**src/hw/rtl/dsc_pkg.sv**
```systemverilog
// ----------------------------------------------------------------------------
// dsc_pkg
// Shared types and constants of the C delimiter syntax checker: character
// codes, bracket kinds, error codes, lexical modes and stack control.
// ----------------------------------------------------------------------------
package dsc_pkg;

   localparam int BYTE_W = 8;
   localparam int CODE_W = 4;
   localparam int KIND_W = 2;

   // Character codes that the lexer reacts to.
   localparam logic [BYTE_W-1:0] CH_LPAREN    = 8'h28;
   localparam logic [BYTE_W-1:0] CH_RPAREN    = 8'h29;
   localparam logic [BYTE_W-1:0] CH_LBRACKET  = 8'h5B;
   localparam logic [BYTE_W-1:0] CH_RBRACKET  = 8'h5D;
   localparam logic [BYTE_W-1:0] CH_LBRACE    = 8'h7B;
   localparam logic [BYTE_W-1:0] CH_RBRACE    = 8'h7D;
   localparam logic [BYTE_W-1:0] CH_DQUOTE    = 8'h22;
   localparam logic [BYTE_W-1:0] CH_SQUOTE    = 8'h27;
   localparam logic [BYTE_W-1:0] CH_BACKSLASH = 8'h5C;
   localparam logic [BYTE_W-1:0] CH_NEWLINE   = 8'h0A;
   localparam logic [BYTE_W-1:0] CH_SLASH     = 8'h2F;
   localparam logic [BYTE_W-1:0] CH_STAR      = 8'h2A;

   // Bracket kinds held on the stack.
   localparam logic [KIND_W-1:0] K_PAREN   = 2'd0;
   localparam logic [KIND_W-1:0] K_BRACKET = 2'd1;
   localparam logic [KIND_W-1:0] K_BRACE   = 2'd2;

   // Error codes. A stray closer reports its kind plus one, an unclosed
   // opener reports its kind plus E_UNCLOSED_PAREN.
   localparam logic [CODE_W-1:0] E_NONE           = 4'd0;
   localparam logic [CODE_W-1:0] E_STRAY_PAREN    = 4'd1;
   localparam logic [CODE_W-1:0] E_UNCLOSED_PAREN = 4'd4;
   localparam logic [CODE_W-1:0] E_STRING         = 4'd7;
   localparam logic [CODE_W-1:0] E_CHAR           = 4'd8;
   localparam logic [CODE_W-1:0] E_COMMENT        = 4'd9;
   localparam logic [CODE_W-1:0] E_OVERFLOW       = 4'd10;

   typedef enum logic [8:0] {
      M_CODE       = 9'b000000001,
      M_SLASH      = 9'b000000010,
      M_LINE       = 9'b000000100,
      M_BLOCK      = 9'b000001000,
      M_BLOCK_STAR = 9'b000010000,
      M_STR        = 9'b000100000,
      M_STR_ESC    = 9'b001000000,
      M_CHR        = 9'b010000000,
      M_CHR_ESC    = 9'b100000000
   } lex_mode_type;

   // Shift command for the row of stack cells.
   typedef struct packed {
      logic              push;
      logic              pop;
      logic [KIND_W-1:0] push_kind;
   } stack_ctl_type;

endpackage

```
**src/hw/rtl/dsc_lexer.sv**
```systemverilog
// ----------------------------------------------------------------------------
// dsc_lexer
// Lexical mode machine, stack depth counter and sticky error. Decides the
// push or pop for the stack cells and forms the result code of each item.
// ----------------------------------------------------------------------------
module dsc_lexer
   import dsc_pkg::*;
#(
   parameter int NEST_DEPTH = 64
)(
   input  logic                clock,
   input  logic                reset,
   input  logic                take,
   input  logic [BYTE_W-1:0]   text_byte,
   input  logic                end_marker,
   input  logic [KIND_W-1:0]   top_kind,
   output stack_ctl_type       ctl,
   output logic [CODE_W-1:0]   result_code
);

   localparam int DEPTH_W = $clog2(NEST_DEPTH + 1);
   localparam logic [DEPTH_W-1:0] FULL = DEPTH_W'(NEST_DEPTH);

   lex_mode_type        mode_ff, mode_in;
   logic [DEPTH_W-1:0]  depth_ff, depth_in;
   logic [CODE_W-1:0]   sticky_ff, sticky_in;

   logic                do_code;
   logic                is_open;
   logic                is_close;
   logic [KIND_W-1:0]   kind;
   logic                raise;
   logic [CODE_W-1:0]   raise_code;
   logic                push;
   logic                pop;
   logic [CODE_W-1:0]   final_code;
   logic [CODE_W-1:0]   step_sticky;

   always_comb begin
      mode_in    = mode_ff;
      do_code    = 1'b0;
      is_open    = 1'b0;
      is_close   = 1'b0;
      kind       = K_PAREN;
      raise      = 1'b0;
      raise_code = E_NONE;
      push       = 1'b0;
      pop        = 1'b0;

      unique case (mode_ff)
         M_CODE: begin
            do_code = 1'b1;
         end
         M_SLASH: begin
            if (text_byte == CH_SLASH) begin
               mode_in = M_LINE;
            end else if (text_byte == CH_STAR) begin
               mode_in = M_BLOCK;
            end else begin
               mode_in = M_CODE;
               do_code = 1'b1;
            end
         end
         M_LINE: begin
            if (text_byte == CH_NEWLINE) mode_in = M_CODE;
         end
         M_BLOCK: begin
            if (text_byte == CH_STAR) mode_in = M_BLOCK_STAR;
         end
         M_BLOCK_STAR: begin
            if (text_byte == CH_SLASH) begin
               mode_in = M_CODE;
            end else if (text_byte != CH_STAR) begin
               mode_in = M_BLOCK;
            end
         end
         M_STR: begin
            if (text_byte == CH_NEWLINE) begin
               raise = 1'b1; raise_code = E_STRING; mode_in = M_CODE;
            end else if (text_byte == CH_BACKSLASH) begin
               mode_in = M_STR_ESC;
            end else if (text_byte == CH_DQUOTE) begin
               mode_in = M_CODE;
            end
         end
         M_STR_ESC: begin
            if (text_byte == CH_NEWLINE) begin
               raise = 1'b1; raise_code = E_STRING; mode_in = M_CODE;
            end else begin
               mode_in = M_STR;
            end
         end
         M_CHR: begin
            if (text_byte == CH_NEWLINE) begin
               raise = 1'b1; raise_code = E_CHAR; mode_in = M_CODE;
            end else if (text_byte == CH_BACKSLASH) begin
               mode_in = M_CHR_ESC;
            end else if (text_byte == CH_SQUOTE) begin
               mode_in = M_CODE;
            end
         end
         M_CHR_ESC: begin
            if (text_byte == CH_NEWLINE) begin
               raise = 1'b1; raise_code = E_CHAR; mode_in = M_CODE;
            end else begin
               mode_in = M_CHR;
            end
         end
         default: begin
            mode_in = M_CODE;
            do_code = 1'b1;
         end
      endcase

      if (do_code) begin
         unique case (text_byte)
            CH_LPAREN:   begin is_open  = 1'b1; kind = K_PAREN;   end
            CH_LBRACKET: begin is_open  = 1'b1; kind = K_BRACKET; end
            CH_LBRACE:   begin is_open  = 1'b1; kind = K_BRACE;   end
            CH_RPAREN:   begin is_close = 1'b1; kind = K_PAREN;   end
            CH_RBRACKET: begin is_close = 1'b1; kind = K_BRACKET; end
            CH_RBRACE:   begin is_close = 1'b1; kind = K_BRACE;   end
            CH_DQUOTE:   mode_in = M_STR;
            CH_SQUOTE:   mode_in = M_CHR;
            CH_SLASH:    mode_in = M_SLASH;
            default:     ;
         endcase
      end

      if (is_open) begin
         if (depth_ff == FULL) begin
            raise = 1'b1; raise_code = E_OVERFLOW;
         end else begin
            push = 1'b1;
         end
      end
      if (is_close) begin
         if (depth_ff == '0 || top_kind != kind) begin
            raise      = 1'b1;
            raise_code = E_STRAY_PAREN + CODE_W'(kind);
         end else begin
            pop = 1'b1;
         end
      end
   end

   assign step_sticky = (raise && sticky_ff == E_NONE) ? raise_code : sticky_ff;

   // Checks at the end marker; the first held error takes precedence.
   always_comb begin
      if (sticky_ff != E_NONE) begin
         final_code = sticky_ff;
      end else if (mode_ff == M_STR || mode_ff == M_STR_ESC) begin
         final_code = E_STRING;
      end else if (mode_ff == M_CHR || mode_ff == M_CHR_ESC) begin
         final_code = E_CHAR;
      end else if (mode_ff == M_BLOCK || mode_ff == M_BLOCK_STAR) begin
         final_code = E_COMMENT;
      end else if (depth_ff != '0) begin
         final_code = E_UNCLOSED_PAREN + CODE_W'(top_kind);
      end else begin
         final_code = E_NONE;
      end
   end

   always_comb begin
      if (end_marker) begin
         sticky_in = E_NONE;
         depth_in  = '0;
      end else begin
         sticky_in = step_sticky;
         if (push) begin
            depth_in = depth_ff + DEPTH_W'(1);
         end else if (pop) begin
            depth_in = depth_ff - DEPTH_W'(1);
         end else begin
            depth_in = depth_ff;
         end
      end
   end

   assign result_code   = end_marker ? final_code : step_sticky;
   assign ctl.push      = take && !end_marker && push;
   assign ctl.pop       = take && !end_marker && pop;
   assign ctl.push_kind = kind;

   always_ff @(posedge clock) begin
      if (reset) begin
         mode_ff   <= M_CODE;
         depth_ff  <= '0;
         sticky_ff <= E_NONE;
      end else if (take) begin
         mode_ff   <= end_marker ? M_CODE : mode_in;
         depth_ff  <= depth_in;
         sticky_ff <= sticky_in;
      end
   end

endmodule
```
**config.mk**
```make
export PLATFORM = sky130hd
export DESIGN_NAME = dsc_lexer
export DESIGN_NICKNAME = d
export VERILOG_FILES = /design/src/hw/rtl/dsc_pkg.sv /design/src/hw/rtl/dsc_lexer.sv
export SDC_FILE = /design/constraint.sdc
export NUM_CORES = 1
export LEC_CHECK = 0
export BUFFER_PORTS_ARGS = -buffer_cell sky130_fd_sc_hd__buf_2
export CORE_ASPECT_RATIO = 1.2
export CORE_UTILIZATION = 59
export CTS_CLUSTER_DIAMETER = 50
export DETAILED_ROUTE_END_ITERATION = 6
export HOLD_SLACK_MARGIN = 0.08
export PLACE_DENSITY = 0.9
export SLEW_MARGIN = 5
export SYNTH_ARGS = -nofsm -noshare
export SYNTH_HDL_FRONTEND = slang
export SYNTH_SLANG_ARGS = --single-unit
export TNS_END_PERCENT = 5
```
**constraint.sdc**
```tcl
create_clock -name clock -period 4.5 [get_ports clock]
set_input_delay 0.675 -clock clock [delete_from_list [all_inputs] [get_ports clock]]
set_output_delay 0.675 -clock clock [all_outputs]
set_load 0.01 [all_outputs]
```
## Yosys cells after proc, flatten, opt, wreduce, memory -nomap -nowiden

Index checks and enable logic that the tools add are counted.

- Register bits after elaboration: 20
- Bits in latches: 0
- Memory bits (writable): 0
- Bits in read-only memories: 0
- Input port bits: 14
- Output and inout bits: 8
- Logic and storage cells: 109
- Memories kept: 0

- Add/subtract/negate cells: 4
- $mul: 0
- Divide/modulo/power cells: 0
- $lt $le $gt $ge: 0
- Equality and inequality tests: 24
- Shift-type cells: 0
- Multiplexer cells: 55
- Bitwise operators: 0
- Reduce and logical (&&, ||, !) cells: 23

Operators with widths:

| kind | number |
|---|---|
| $mux W9 | 12 |
| $pmux W9 S9 | 1 |
| $mux W4 | 15 |
| $eq A8 B6 Y1 const B | 6 |
| $eq A8 B7 Y1 const B | 5 |
| $pmux W9 S3 | 1 |
| $mux W7 | 3 |
| $mux W1 | 16 |
| $eq A9 B1 Y1 const B | 1 |
| $eq A9 B2 Y1 const B | 1 |
| $eq A9 B3 Y1 const B | 1 |
| $eq A9 B4 Y1 const B | 1 |
| $eq A9 B5 Y1 const B | 1 |
| $eq A9 B6 Y1 const B | 1 |
| $eq A9 B7 Y1 const B | 1 |
| $eq A9 B8 Y1 const B | 1 |
| $eq A9 B9 Y1 const B | 1 |
| $eq A8 B4 Y1 const B | 1 |
| $mux W8 | 1 |
| $ne A8 B6 Y1 const B | 1 |
| $pmux W4 S2 | 1 |
| $reduce_or A2 Y1 | 4 |
| $add A7 B1 Y7 const B | 1 |
| $eq A7 B7 Y1 const B | 1 |
| 21 further kinds | 28 |

## Longest topological paths before layout

Gate-level depths: netlist of the first run.

- Depth after elaboration: 12
- Gate-level depth with buffers: 15
- Gate-level depth less buffers: 13

## Worst setup path after synthesis of the first run

Ideal clock, no wire load.

- Path type: input -> output
- From: input port text_byte[0]
- To: output port result_code[2]
- Arrival: 2.770 ns
- Required time: 3.825 ns
- Path slack: 1.055 ns
- Cell stages on the path: 10
- Buffers on the path: 2
- Path through: clkbuf_1 xnor2_1 a41oi_1 nor2_4 buf_6 nor3b_1 ha_1 nand2_1 o31ai_1 a311o_1

RTL lines:

| what | RTL line | source |
|---|---|---|
| start: declaration | dsc_lexer.sv:14 | `input logic [BYTE_W-1:0] text_byte,` |
| end: declaration | dsc_lexer.sv:18 | `output logic [CODE_W-1:0] result_code` |

## Worst setup path in the final report of the first run

- From: register mode_ff[5]
- To: output port result_code[1]

- Word-level cells in the longest chain between the ends: 11
- Elaborated cells between the ends (all ways): 39
- Classes of those cells: add/sub (1); eq/ne (9); mux (20); reduce/logical (9)

Ends and longest elaborated chain:

| what | RTL line | source |
|---|---|---|
| start: declaration | dsc_lexer.sv:24 | `lex_mode_type mode_ff, mode_in;` |
| start signal: assignment | dsc_lexer.sv:193 | `mode_ff <= end_marker ? M_CODE : mode_in;` |
| $eq A9 B6 Y1 (tied with other cells) | dsc_lexer.sv:50, dsc_lexer.sv:153 |  |
| $reduce_or A7 Y1 (no source line) | n/a |  |
| $pmux W1 S2 | dsc_lexer.sv:50 | `unique case (mode_ff)` |
| $mux W2 | dsc_lexer.sv:115 | `if (do_code) begin` |
| $ne A2 B2 Y1 | dsc_lexer.sv:138 | `if (depth_ff == '0 \|\| top_kind != kind) begin` |
| $logic_or A1 B1 Y1 | dsc_lexer.sv:138 |  |
| $mux W1 | dsc_lexer.sv:138 |  |
| $mux W1 | dsc_lexer.sv:137 | `if (is_close) begin` |
| $logic_and A1 B1 Y1 | dsc_lexer.sv:147 | `assign step_sticky = (raise && sticky_ff == E_NONE) ? raise_code : sticky_ff;` |
| $mux W4 | dsc_lexer.sv:147 |  |
| $mux W4 (*) | dsc_lexer.sv:182 | `assign result_code = end_marker ? final_code : step_sticky;` |

Every way passes the cells marked *; elsewhere a longest branch is shown, timed or not.

==> flow_summary.yaml, run 1 <==
synthesis:
  ys_types: 72
  syn_area_sq_um: 2068
  syn_area_per_cell_sq_um: 7.805
  syn_inst: 265
  synthesis.nets: 287
  async_reset_ff_share_pct: 0
  synthFlopType: "dfxtp_1"
  ys_warn_count: 0
  ys_ff_latch: 20
  ys_seq_area_share_pct: 19.36
  synth_enable_flop_cells: 0
worst_setup_path:
  cp.required_ns: 3.83
  cp_max_fo: 13
  max_stage_delay_ns: 0.58
  crit_type: "flip-flop to primary output"
  regToRegSetupSlack_ns: 0.86
  rr_endpoint: "depth_ff[6]$_SDFFE_PP0P_"
  worstPathArrival_ns: 3.22
  reg2reg_depth: 13
  crit_slowest_cell: "or4_1"
  startpoint_type: "flip-flop"
  cp_cell_sequence: "or4_1, or4_4, o211a_2, nor2_4, nor3_1, ha_1, o2111ai_1, o311a_1, o221ai_1, buf_2"
  worstReg2RegStart: "mode_ff[5]$_SDFFE_PP0P_"
  cp-end-kind: "primary output"
pwr:
  p_int_w: 0.0003149
  p_comb_share_pct: 13.3
  powerDensity_nw_per_um2: 190.6
  p_sw_w: 0.0001071
  power_frac_clock_pct: 44.7
  leakagePower_nw: 0.8487
  switching_share_pct: 25.38
  peakVddDrop_mv: 0.1900
  seqPwrFrac_pct: 42.0
final_layout:
  most-common-layout-cells: "nand2_1 (21), buf_2 (21), dfxtp_1 (20)"
  final_nets: 298
  drive_gt1_share_pct: 17.45
  syn2layout_area_growth_pct: 7.078
  antennaDiodeCount: 0
  stdcell_count: 312
global_route:
  grt_max_degree: 15
  grt_remaining_overflow: 0
  grt_pass1_wl_um: 8797
  antenna_found_initial: 0
  grt.total_usage_pct: 29.37
  grt_pass1_vias: 1919
clock_network:
  clock_sinks: 20
  ctsResizeCount: 0
  cts_buffer_depth: 2
  cts_tree: "done"
  cts_made_buffers: 3
  clk_latency_ns: 0.27
  path_clk_slew_ns: 0.09
  cts_hold_buf: 0
  cts_root_buf: "clkbuf_8"
  h-tree-depth: 1
  post_cts_buffers: 0
timing:
  skew_ns: 0.01043
  max-slew-margin-rel_pct: 39.13
  finalSetupTns_ns: 0
  hold_viol_final: 0
  tightest_slew_ns: 0.9047
  layout_min_cycle_time_ns: 3.897
  rsz0062_at_grt: "no"
  finalSetupViolCount: 0
  fin_crit_sh_pct: 86.61
  drv_slew: 0
  max_freq_mhz: 256.6
detailed_routing:
  ant_nets: 0
  drcViolationCount: 0
  drt_iter0_markers: 160
  via_count: 2143
  firstDrtPassIters: 5
  drt-vias-per-instance: 6.869
  wl_per_cell_um: 17.08
  drt-total-wl_um: 5329
worst_hold_path:
  worstHoldPathCells: 2
  min-delay-start: "sticky_ff[1]$_SDFFE_PP0P_"
  hold_class: "flip-flop to flip-flop"
  holdPathEnd: "sticky_ff[1]$_SDFFE_PP0P_"
job:
  cap_violations: 0
placement:
  routabilityCongestion: 0.9604
  io_buffers: 21
  dpl.hpwl_um: 4059
  placed_cells: 308
die:
  die-area_sq_um: 3748
  pin_count: 22
  fp-row-count: 23
  initial_core_util_pct: 61.96
  die_h_um: 66.86
  die_x_um: 56.05
  core_sq_um: 3338
outcome:
  status: "complete, no violations"
-- per-layer routing --
layer  share of wire (%)  track usage, %  wire length (um)  vias to the layer above
met2                  51           53.13              2693                       87
met1                  42           35.76              2260                      997
met5                   0               0                 0                        -
met3                 5.9           3.689               312                        7
met4                 1.2           10.06                63                        0
li1                    -               -                 -                     1052
-- metrics by stage --
step | instance area [sq um] | power [W] | setup slack (ns) | util, % | hold slack (ns)
3_5_place_dp | 2143 | 0.0002363 | 0.8713 | 64.21 | 0.5045
5_1_grt | 2215 | 0.0004349 | 0.4219 | 66.34 | 0.5404
3_3_place_gp | 2143 | 0.0002352 | 0.9899 | 64.21 | 0.4979
4_1_cts | 2215 | 0.0004220 | 0.6044 | 66.34 | 0.5167
6_report | 2215 | 0.0004221 | 0.6027 | 66.34 | 0.5104
2_1_floorplan | 2068 | 0.0002196 | 1.055 | - | 0.4485
-- synthesized netlist by cell type (5+ instances only) --
cell	instances	area [sq um]
nand3_1	13	65.06
a21oi_1	15	75.07
or2_2	5	31.28
a22o_1	11	96.34
or4_1	7	52.55
xor2_1	5	43.79
xnor2_1	7	61.31
dfxtp_1	20	400.4
inv_1	10	37.54
and3_1	5	31.28
ha_1	7	87.58
nor2_1	15	56.30
clkbuf_1	8	30.03
nor4_1	8	50.05
o21ai_0	7	35.03
nor3_1	9	45.04
nand2_1	21	78.83
nor2b_1	5	31.28
-- power groups by stage --
stage           logic, W  clock network (W)  registers [W]
2_1_floorplan  0.0000382                  0       0.000181
3_3_place_gp   0.0000537                  0       0.000182
3_5_place_dp   0.0000548                  0       0.000182
4_1_cts        0.0000551           0.000189       0.000177
5_1_grt        0.0000617           0.000196       0.000177
6_report       0.0000562           0.000188       0.000177
-- worst max-delay path by stage --
stage | from | end | slack [ns] | cells after the start
floorplan | text_byte[0] | result_code[2] | 1.06 | 10
global placement | mode_ff[5]$_SDFFE_PP0P_ | result_code[1] | 0.99 | 10
detailed placement | mode_ff[5]$_SDFFE_PP0P_ | depth_ff[6]$_SDFFE_PP0P_ | 0.87 | 13
CTS | mode_ff[5]$_SDFFE_PP0P_ | result_code[1] | 0.60 | 10
global route | mode_ff[5]$_SDFFE_PP0P_ | result_code[2] | 0.42 | 10
finish | mode_ff[5]$_SDFFE_PP0P_ | result_code[1] | 0.60 | 10
-- worst max-delay path: cells and delay by family, from the launching register on --
family	cells	cell delay (ns)
fa+ha+maj	1	0.30
flops	1	0.44
simple gates	4	1.47
buf+inv	1	0.15
compound gates	4	0.59
-- cells by family (layout without fill, tap and decap cells) --
kind of cell    after synthesis  in the layout  synth area share, %
simple gates                122            122                34.97
compound gates               77             77                29.34
buf+inv                      25             35                5.505
flops                        20             20                19.36
xor+xnor                     12             12                5.082
fa+ha+maj                     8              8                5.203
mux                           1              1               0.5444
-- area by class of cell --
cell class / count / area [sq um]
repair buffers: 21 / 105.1
clock inverters: 1 / 30.03
inverters: 10 / 37.54
multi-input cells: 220 / 1554
clock buffers: 3 / 41.29
well taps: 37 / 46.29
flip-flops and latches: 20 / 400.4
fillers: 283 / 1124
-- flip-flops by register name, indices dropped and copies added (netlist names) --
name and flops:
sticky_ff 4, depth_ff 7, mode_ff 9
Note: power is estimated with default switching activity, not from simulation.
==> run 2: changes to the inputs <==
--- a/config.mk
+++ b/config.mk
@@ -6,11 +6,13 @@
 export NUM_CORES = 1
 export LEC_CHECK = 0
+export ABC_AREA = 1
 export BUFFER_PORTS_ARGS = -buffer_cell sky130_fd_sc_hd__buf_2
 export CORE_ASPECT_RATIO = 1.2
-export CORE_UTILIZATION = 59
+export CORE_UTILIZATION = 60
+export CTS_BUF_LIST = sky130_fd_sc_hd__clkbuf_8
 export CTS_CLUSTER_DIAMETER = 50
 export DETAILED_ROUTE_END_ITERATION = 6
 export HOLD_SLACK_MARGIN = 0.08
-export PLACE_DENSITY = 0.9
+export PLACE_DENSITY = 0.91
 export SLEW_MARGIN = 5
 export SYNTH_ARGS = -nofsm -noshare
==> constraint.sdc (replaced) <==
create_clock -name clock -period 4.5 [get_ports clock]
set_input_delay 0.225 -clock clock [delete_from_list [all_inputs] [get_ports clock]]
set_output_delay 0.225 -clock clock [all_outputs]
set_load 0.01 [all_outputs]
==> run 2 against run 1 <==
Register-to-register slack improved by 0.49 ns. Combinational power is 66% higher. Non-clock buffer count did not move. Global-route usage grew 0.71 points. Design area up 2.5%. Clock-buffer cell count unchanged. First-iteration DRC count grew 38%. Hold slack lost 0.16 ns. Largest cell class unchanged. Highest routed layer unchanged.
==> flow_summary.yaml, run 2 <==
synthesis:
  async_reset_ff_share_pct: 0
  yosys.area.top_type: "dfxtp_1"
  syn_area_per_cell_sq_um: 6.294
  synthFlopType: "dfxtp_1"
  ys_seq_area_share_pct: 19.39
  synth_enable_flop_cells: 0
  synth_common_cells: "nand2_1 (62), nor2_1 (44), inv_1 (40)"
  yosysMostFrequentCell: "nand2_1"
  netlist_top_cells_area: "dfxtp_1 (19%), nand2_1 (11%), nor2_1 (8.0%)"
  synthesis.nets: 350
  syn_inst: 328
  ys_ff_latch: 20
  ys_warn_count: 0
  ys_types: 42
  synth_top_area_share_pct: 19.39
  syn_area_sq_um: 2064
timing:
  drv_slew: 0
  finalSetupTns_ns: 0
  layout_min_cycle_time_ns: 3.147
  finalSetupViolCount: 0
  max_freq_mhz: 317.8
  max-slew-margin-rel_pct: 41.57
  fin_crit_sh_pct: 69.93
  skew_ns: 0.002561
  rsz0062_at_grt: "no"
  hold_viol_final: 0
  tightest_slew_ns: 0.8685
detailed_routing:
  drt_iter0_markers: 220
  firstDrtPassIters: 6
  ant_nets: 0
  drt-total-wl_um: 5334
  via_count: 2267
  drcViolationCount: 0
  drt-vias-per-instance: 5.888
  wl_per_cell_um: 13.85
final_layout:
  drive_gt1_share_pct: 19.20
  final_nets: 372
  most-common-layout-cells: "nand2_1 (62), nor2_1 (44), inv_1 (40)"
  stdcell_count: 385
  reg_top3: "mode_ff (9), depth_ff (7), sticky_ff (4)"
  largest_reg_flops: 9
  top_register: "mode_ff"
  syn2layout_area_growth_pct: 10.00
  antennaDiodeCount: 0
  final_common_cell: "nand2_1"
die:
  pin_count: 22
  initial_core_util_pct: 65.22
  core_sq_um: 3166
  die_h_um: 66.26
  die-area_sq_um: 3680
  die_x_um: 55.55
  fp-row-count: 22
worst_setup_path:
  cp.required_ns: 4.69
  worstReg2RegStart: "mode_ff[2]$_SDFFE_PP0P_"
  cp_cell_sequence: "nor2_4, nand3_4, nor2_2, nor2_4, nand2_2, nor2_4, nand2_4, inv_4, nand2_4, nor2_4, inv_4, ha_1, a21oi_1, inv_1, a31oi_1, nor2_1, o21ai_0, nand2_1, xnor2_1, nor2_1, nand3_1, a21oi_1"
  cpMostUsedCell: "nor2_4"
  cp_max_fo: 8
  startpoint: "mode_ff[2]$_SDFFE_PP0P_"
  worstPathArrival_ns: 3.34
  cp-end-kind: "flip-flop"
  critPathBufInv: 3
  crit_slowest_cell: "dfxtp_1"
  crit_type: "flip-flop to flip-flop"
  crit_family: "simple AND/OR/NAND/NOR gates"
  max_stage_delay_ns: 0.47
  startpoint_type: "flip-flop"
global_route:
  antenna_found_initial: 0
  grt.total_usage_pct: 30.08
  grt_max_degree: 18
  grt_remaining_overflow: 0
  grt_pass1_wl_um: 8845
  grt_pass1_vias: 2013
clock_network:
  h-tree-depth: 1
  ctsResizeCount: 0
  clock_sinks: 20
  cts_made_buffers: 3
  path_clk_slew_ns: 0.07
  cts_tree: "done"
  clk_latency_ns: 0.26
  cts_buffer_depth: 2
  cts_root_buf: "clkbuf_8"
  post_cts_buffers: 0
  cts_hold_buf: 0
pwr:
  leakagePower_nw: 1.016
  powerDensity_nw_per_um2: 199.8
  p_total_w: 0.0004537
  peakVddDrop_mv: 0.2405
placement:
  routabilityCongestion: 0.9316
  placed_cells: 381
  dpl.hpwl_um: 4263
  io_buffers: 21
job:
  cap_violations: 0
outcome:
  status: "complete, no violations"
worst_hold_path:
  min-delay-start: "reset"
  hold_class: "primary input to flip-flop"
[run 2: cell types whose count changed after synthesis, moves of 6 or more]
cell / delta
a21oi_1: +12
nand2_2: +6
nor2_2: +7
or4_1: -7
xnor2_1: -6
inv_1: +30
nand3_1: +12
nand2_1: +41
nor2_4: +6
a22o_1: -9
nor2_1: +29
[run 2: final timing paths]
| check | cells after the start | end | slack, ns |
|---|---|---|---|
| max | 22 | depth_ff[5]$_SDFFE_PP0P_ | 1.35 |
| min | 2 | depth_ff[3]$_SDFFE_PP0P_ | 0.35 |
| max reg2reg | 22 | depth_ff[5]$_SDFFE_PP0P_ | 1.35 |
| min reg2reg | 2 | sticky_ff[2]$_SDFFE_PP0P_ | 0.49 |
[run 2: power by group]
part	switching, W	internal (W)	total, W
registers	0.00000352	0.000180	0.000184
logic	0.0000602	0.0000331	0.0000933
clock network	0.0000579	0.000119	0.000177
[run 2: cells by family (layout without fill, tap and decap cells)]
| logic type | after synthesis | after routing | share of synthesized area, % |
|---|---|---|---|
| xor gates and xnor gates | 4 | 4 | 1.697 |
| and+or+nand+nor | 186 | 186 | 47.76 |
| adders and majority gates | 8 | 8 | 5.212 |
| DFF | 20 | 20 | 19.39 |
| AOI/OAI and AO/OA | 58 | 58 | 16.12 |
| buffers and inverters | 52 | 73 | 9.817 |
[run 2: final cells by class]
class,count,area [sq um]
Clock buffer,3,41.29
Clock inverter,1,30.03
Fill cell,277,894.6
Inverter,48,187.7
Multi-Input combinational cell,256,1461
Sequential cell,20,400.4
Tap cell,36,45.04
Timing Repair Buffer,21,105.1
[run 2: worst register-to-register path: stages (launching register included)]
cell and delay [ns]:
dfxtp_1 0.47, nor2_4 0.11, nand3_4 0.09, nor2_2 0.08, nor2_4 0.17, nand2_2 0.09, nor2_4 0.13, nand2_4 0.07
inv_4 0.08, nand2_4 0.05, nor2_4 0.16, inv_4 0.09, ha_1 0.34, a21oi_1 0.14, inv_1 0.05, a31oi_1 0.17
nor2_1 0.07, o21ai_0 0.14, nand2_1 0.10, xnor2_1 0.15, nor2_1 0.09, nand3_1 0.08, a21oi_1 0.16
[run 2: metal layers]
layer  share of wire, %  vias up  global-route usage [%]
li1                   -     1137                       -
met1                 43     1024                   35.63
met2                 50       86                   55.72
met3                4.5       20                   1.957
met4                3.0        0                   13.13
met5                  0        -                       0
[run 2: through the flow]
| stage | setup slack (ns) | hold WS (ns) | util (%) | instance area [sq um] |
|---|---|---|---|---|
| after floorplan | 1.764 | 0.4246 | - | 2064 |
| after global placement | 1.478 | 0.4743 | 69.49 | 2200 |
| after detailed placement | 1.434 | 0.4832 | 69.49 | 2200 |
| after CTS | 1.376 | 0.3415 | 71.74 | 2271 |
| after global routing | 1.059 | 0.3598 | 71.74 | 2271 |
| final | 1.353 | 0.3494 | 71.74 | 2271 |
==> run 3: changes to the inputs <==
Settings changed: CORE_UTILIZATION 60 to 55, PLACE_DENSITY 0.91 to 0.88.
Clock period 4.5 ns to 2.6 ns, I/O delays scaled along.
==> run 3 against run 2 <==
The run now ends with design-rule violations, negative setup slack left. Via count grew 10%. Register-to-register slack lost 1.8 ns. Routed wire length up 22%. Combinational power is 100% higher. Critical path depth decreased by 1. Hold slack worse by 0.085 ns. Sequential cell count did not move. Critical path type unchanged. Largest power group unchanged.
==> flow_summary.yaml, run 3 (same netlist as run 2, synthesis figures left out) <==
timing:
  finalSetupViolCount: 6
  fin_crit_sh_pct: 115.4
  layout_min_cycle_time_ns: 3.001
  finalSetupTns_ns: -0.8948
  drv_slew: 0
  skew_ns: 0.001090
  fin_hold_ws_ns: 0.2645
  setup_ws_ns: -0.4012
  tightest_slew_ns: 0.6636
  hold_viol_final: 0
  max-slew-margin-rel_pct: 55.35
  max_freq_mhz: 333.2
  rsz0062_at_grt: "yes"
global_route:
  grt_pass1_vias: 2396
  grt_pass1_wl_um: 10290
  grt_max_degree: 18
  grt_remaining_overflow: 0
  antenna_found_initial: 0
  grt.total_usage_pct: 32.47
worst_setup_path:
  crit_type: "flip-flop to flip-flop"
  cp_max_fo: 5
  startpoint_type: "flip-flop"
  worstPathArrival_ns: 3.20
  cp.required_ns: 2.80
  cp-end-kind: "flip-flop"
  regToRegSetupSlack_ns: -0.40
detailed_routing:
  m1WireLength_um: 2456
  drt-vias-per-instance: 5.798
  drcViolationCount: 3
  via_count: 2499
  wl_met3_um: 452
  drt_iter0_markers: 160
  firstDrtPassIters: 7
  wl_per_cell_um: 15.06
  highest_layer: "met4"
  met2WireLength_um: 3346
  ant_nets: 0
  drt-total-wl_um: 6490
pwr:
  p_comb_share_pct: 22.9
  p_sw_w: 0.0002295
  powerDensity_nw_per_um2: 302.6
  leakagePower_nw: 1.225
  peakVddDrop_mv: 0.4260
  switching_share_pct: 28.07
  power_frac_clock_pct: 38.6
  p_total_w: 0.0008175
  seqPwrFrac_pct: 38.6
  p_int_w: 0.0005880
final_layout:
  drive_gt1_share_pct: 34.44
  stdcell_count: 431
  final_common_cell: "nand2_1"
  fill_cells: 275
  syn2layout_area_growth_pct: 30.85
  antennaDiodeCount: 0
  reg_top3: "mode_ff (9), depth_ff (7), sticky_ff (4)"
  most-common-layout-cells: "nand2_1 (61), buf_4 (43), nor2_1 (40)"
  final_nets: 415
  top_register: "mode_ff"
  largest_reg_flops: 9
die:
  core_sq_um: 3603
  pin_count: 22
  die_h_um: 69.12
  initial_core_util_pct: 57.29
  die-area_sq_um: 4004
  fp-row-count: 24
  die_x_um: 57.93
clock_network:
  path_clk_slew_ns: 0.08
  clock_sinks: 20
  clk_latency_ns: 0.26
  cts_made_buffers: 3
  cts_buffer_depth: 2
  cts_tree: "done"
  h-tree-depth: 1
  cts_root_buf: "clkbuf_8"
placement:
  io_buffers: 21
  routabilityCongestion: 1.022
  dpl.hpwl_um: 4919
  placed_cells: 419
worst_hold_path:
  hold_class: "primary input to flip-flop"
outcome:
  status: "finished, violations left"
  failed_checks: "design-rule violations, negative setup slack"
job:
  cap_violations: 0
[run 3: cell types whose count changed in the layout (fill, tap and decap cells not counted), sizes merged]
cell | previous run | this run
buf | 21 | 64
[run 3: layout make-up]
| class | count | area [sq um] | area share, % |
|---|---|---|---|
| clock buffer | 3 | 41.29 | 1.528 |
| clock inverter | 1 | 30.03 | 1.112 |
| inverter | 48 | 187.7 | 6.948 |
| multi-input combinational | 256 | 1546 | 57.25 |
| sequential | 20 | 419.2 | 15.52 |
| tap | 39 | 48.80 | 1.806 |
| timing repair buffer | 64 | 427.9 | 15.84 |
[run 3: power groups by stage]
| stage | sequential, W | clock (W) | combinational (W) |
|---|---|---|---|
| floorplan | 0.000323 | 0 | 0.000118 |
| global placement | 0.000325 | 0 | 0.000170 |
| detailed placement | 0.000325 | 0 | 0.000176 |
| CTS | 0.000315 | 0.000317 | 0.000180 |
| global route | 0.000316 | 0.000331 | 0.000205 |
| finish | 0.000315 | 0.000315 | 0.000187 |
[run 3: per-stage QoR]
stage | util [%] | setup WS, ns | cell area, sq um
detailed placement | 69.44 | -0.2551 | 2502
finish | 74.97 | -0.4012 | 2701
global placement | 69.44 | -0.1270 | 2502
floorplan | - | -0.006228 | 2101
global route | 74.97 | -0.5354 | 2701
CTS | 73.82 | -0.1763 | 2660
[run 3: worst max-delay path: stages (launching register included)]
cell and delay (ns):
dfxtp_2 0.34, buf_4 0.15, nand2_2 0.09, nor2_2 0.06, nand3_2 0.08, nand3_2 0.11
nor2_4 0.15, nand2_4 0.06, inv_4 0.06, nand2_4 0.05, nor2_4 0.17, inv_4 0.07
ha_4 0.25, a21oi_2 0.12, o21bai_1 0.09, nand2_1 0.10, nand2_1 0.07, a21oi_2 0.15
xor2_1 0.19, xor2_1 0.22, nand3_1 0.16, a21oi_2 0.19
[run 3: metal layers]
layer / track usage, % / up-vias
met4: 15.87 / 0
met3: 3.940 / 28
met1: 37.11 / 1146
met2: 57.73 / 107
met5: 0 / -
li1: - / 1218
[run 3: final timing paths]
check	end	startpoint	cells after the start
hold reg to reg	depth_ff[5]$_SDFFE_PP0P_	depth_ff[5]$_SDFFE_PP0P_	2
setup / recovery	depth_ff[6]$_SDFFE_PP0P_	mode_ff[2]$_SDFFE_PP0P_	21
hold / removal	depth_ff[2]$_SDFFE_PP0P_	reset	2
setup reg to reg	depth_ff[6]$_SDFFE_PP0P_	mode_ff[2]$_SDFFE_PP0P_	21
[run 3: timing repair]
action                     in CTS  in global routing
gates cloned                    0                  0
gates resized for setup        13                  8
buffers inserted                6                  2
hold buffers                    0                  0
pin swaps                       8                 12
setup endpoints to repair       5                  8
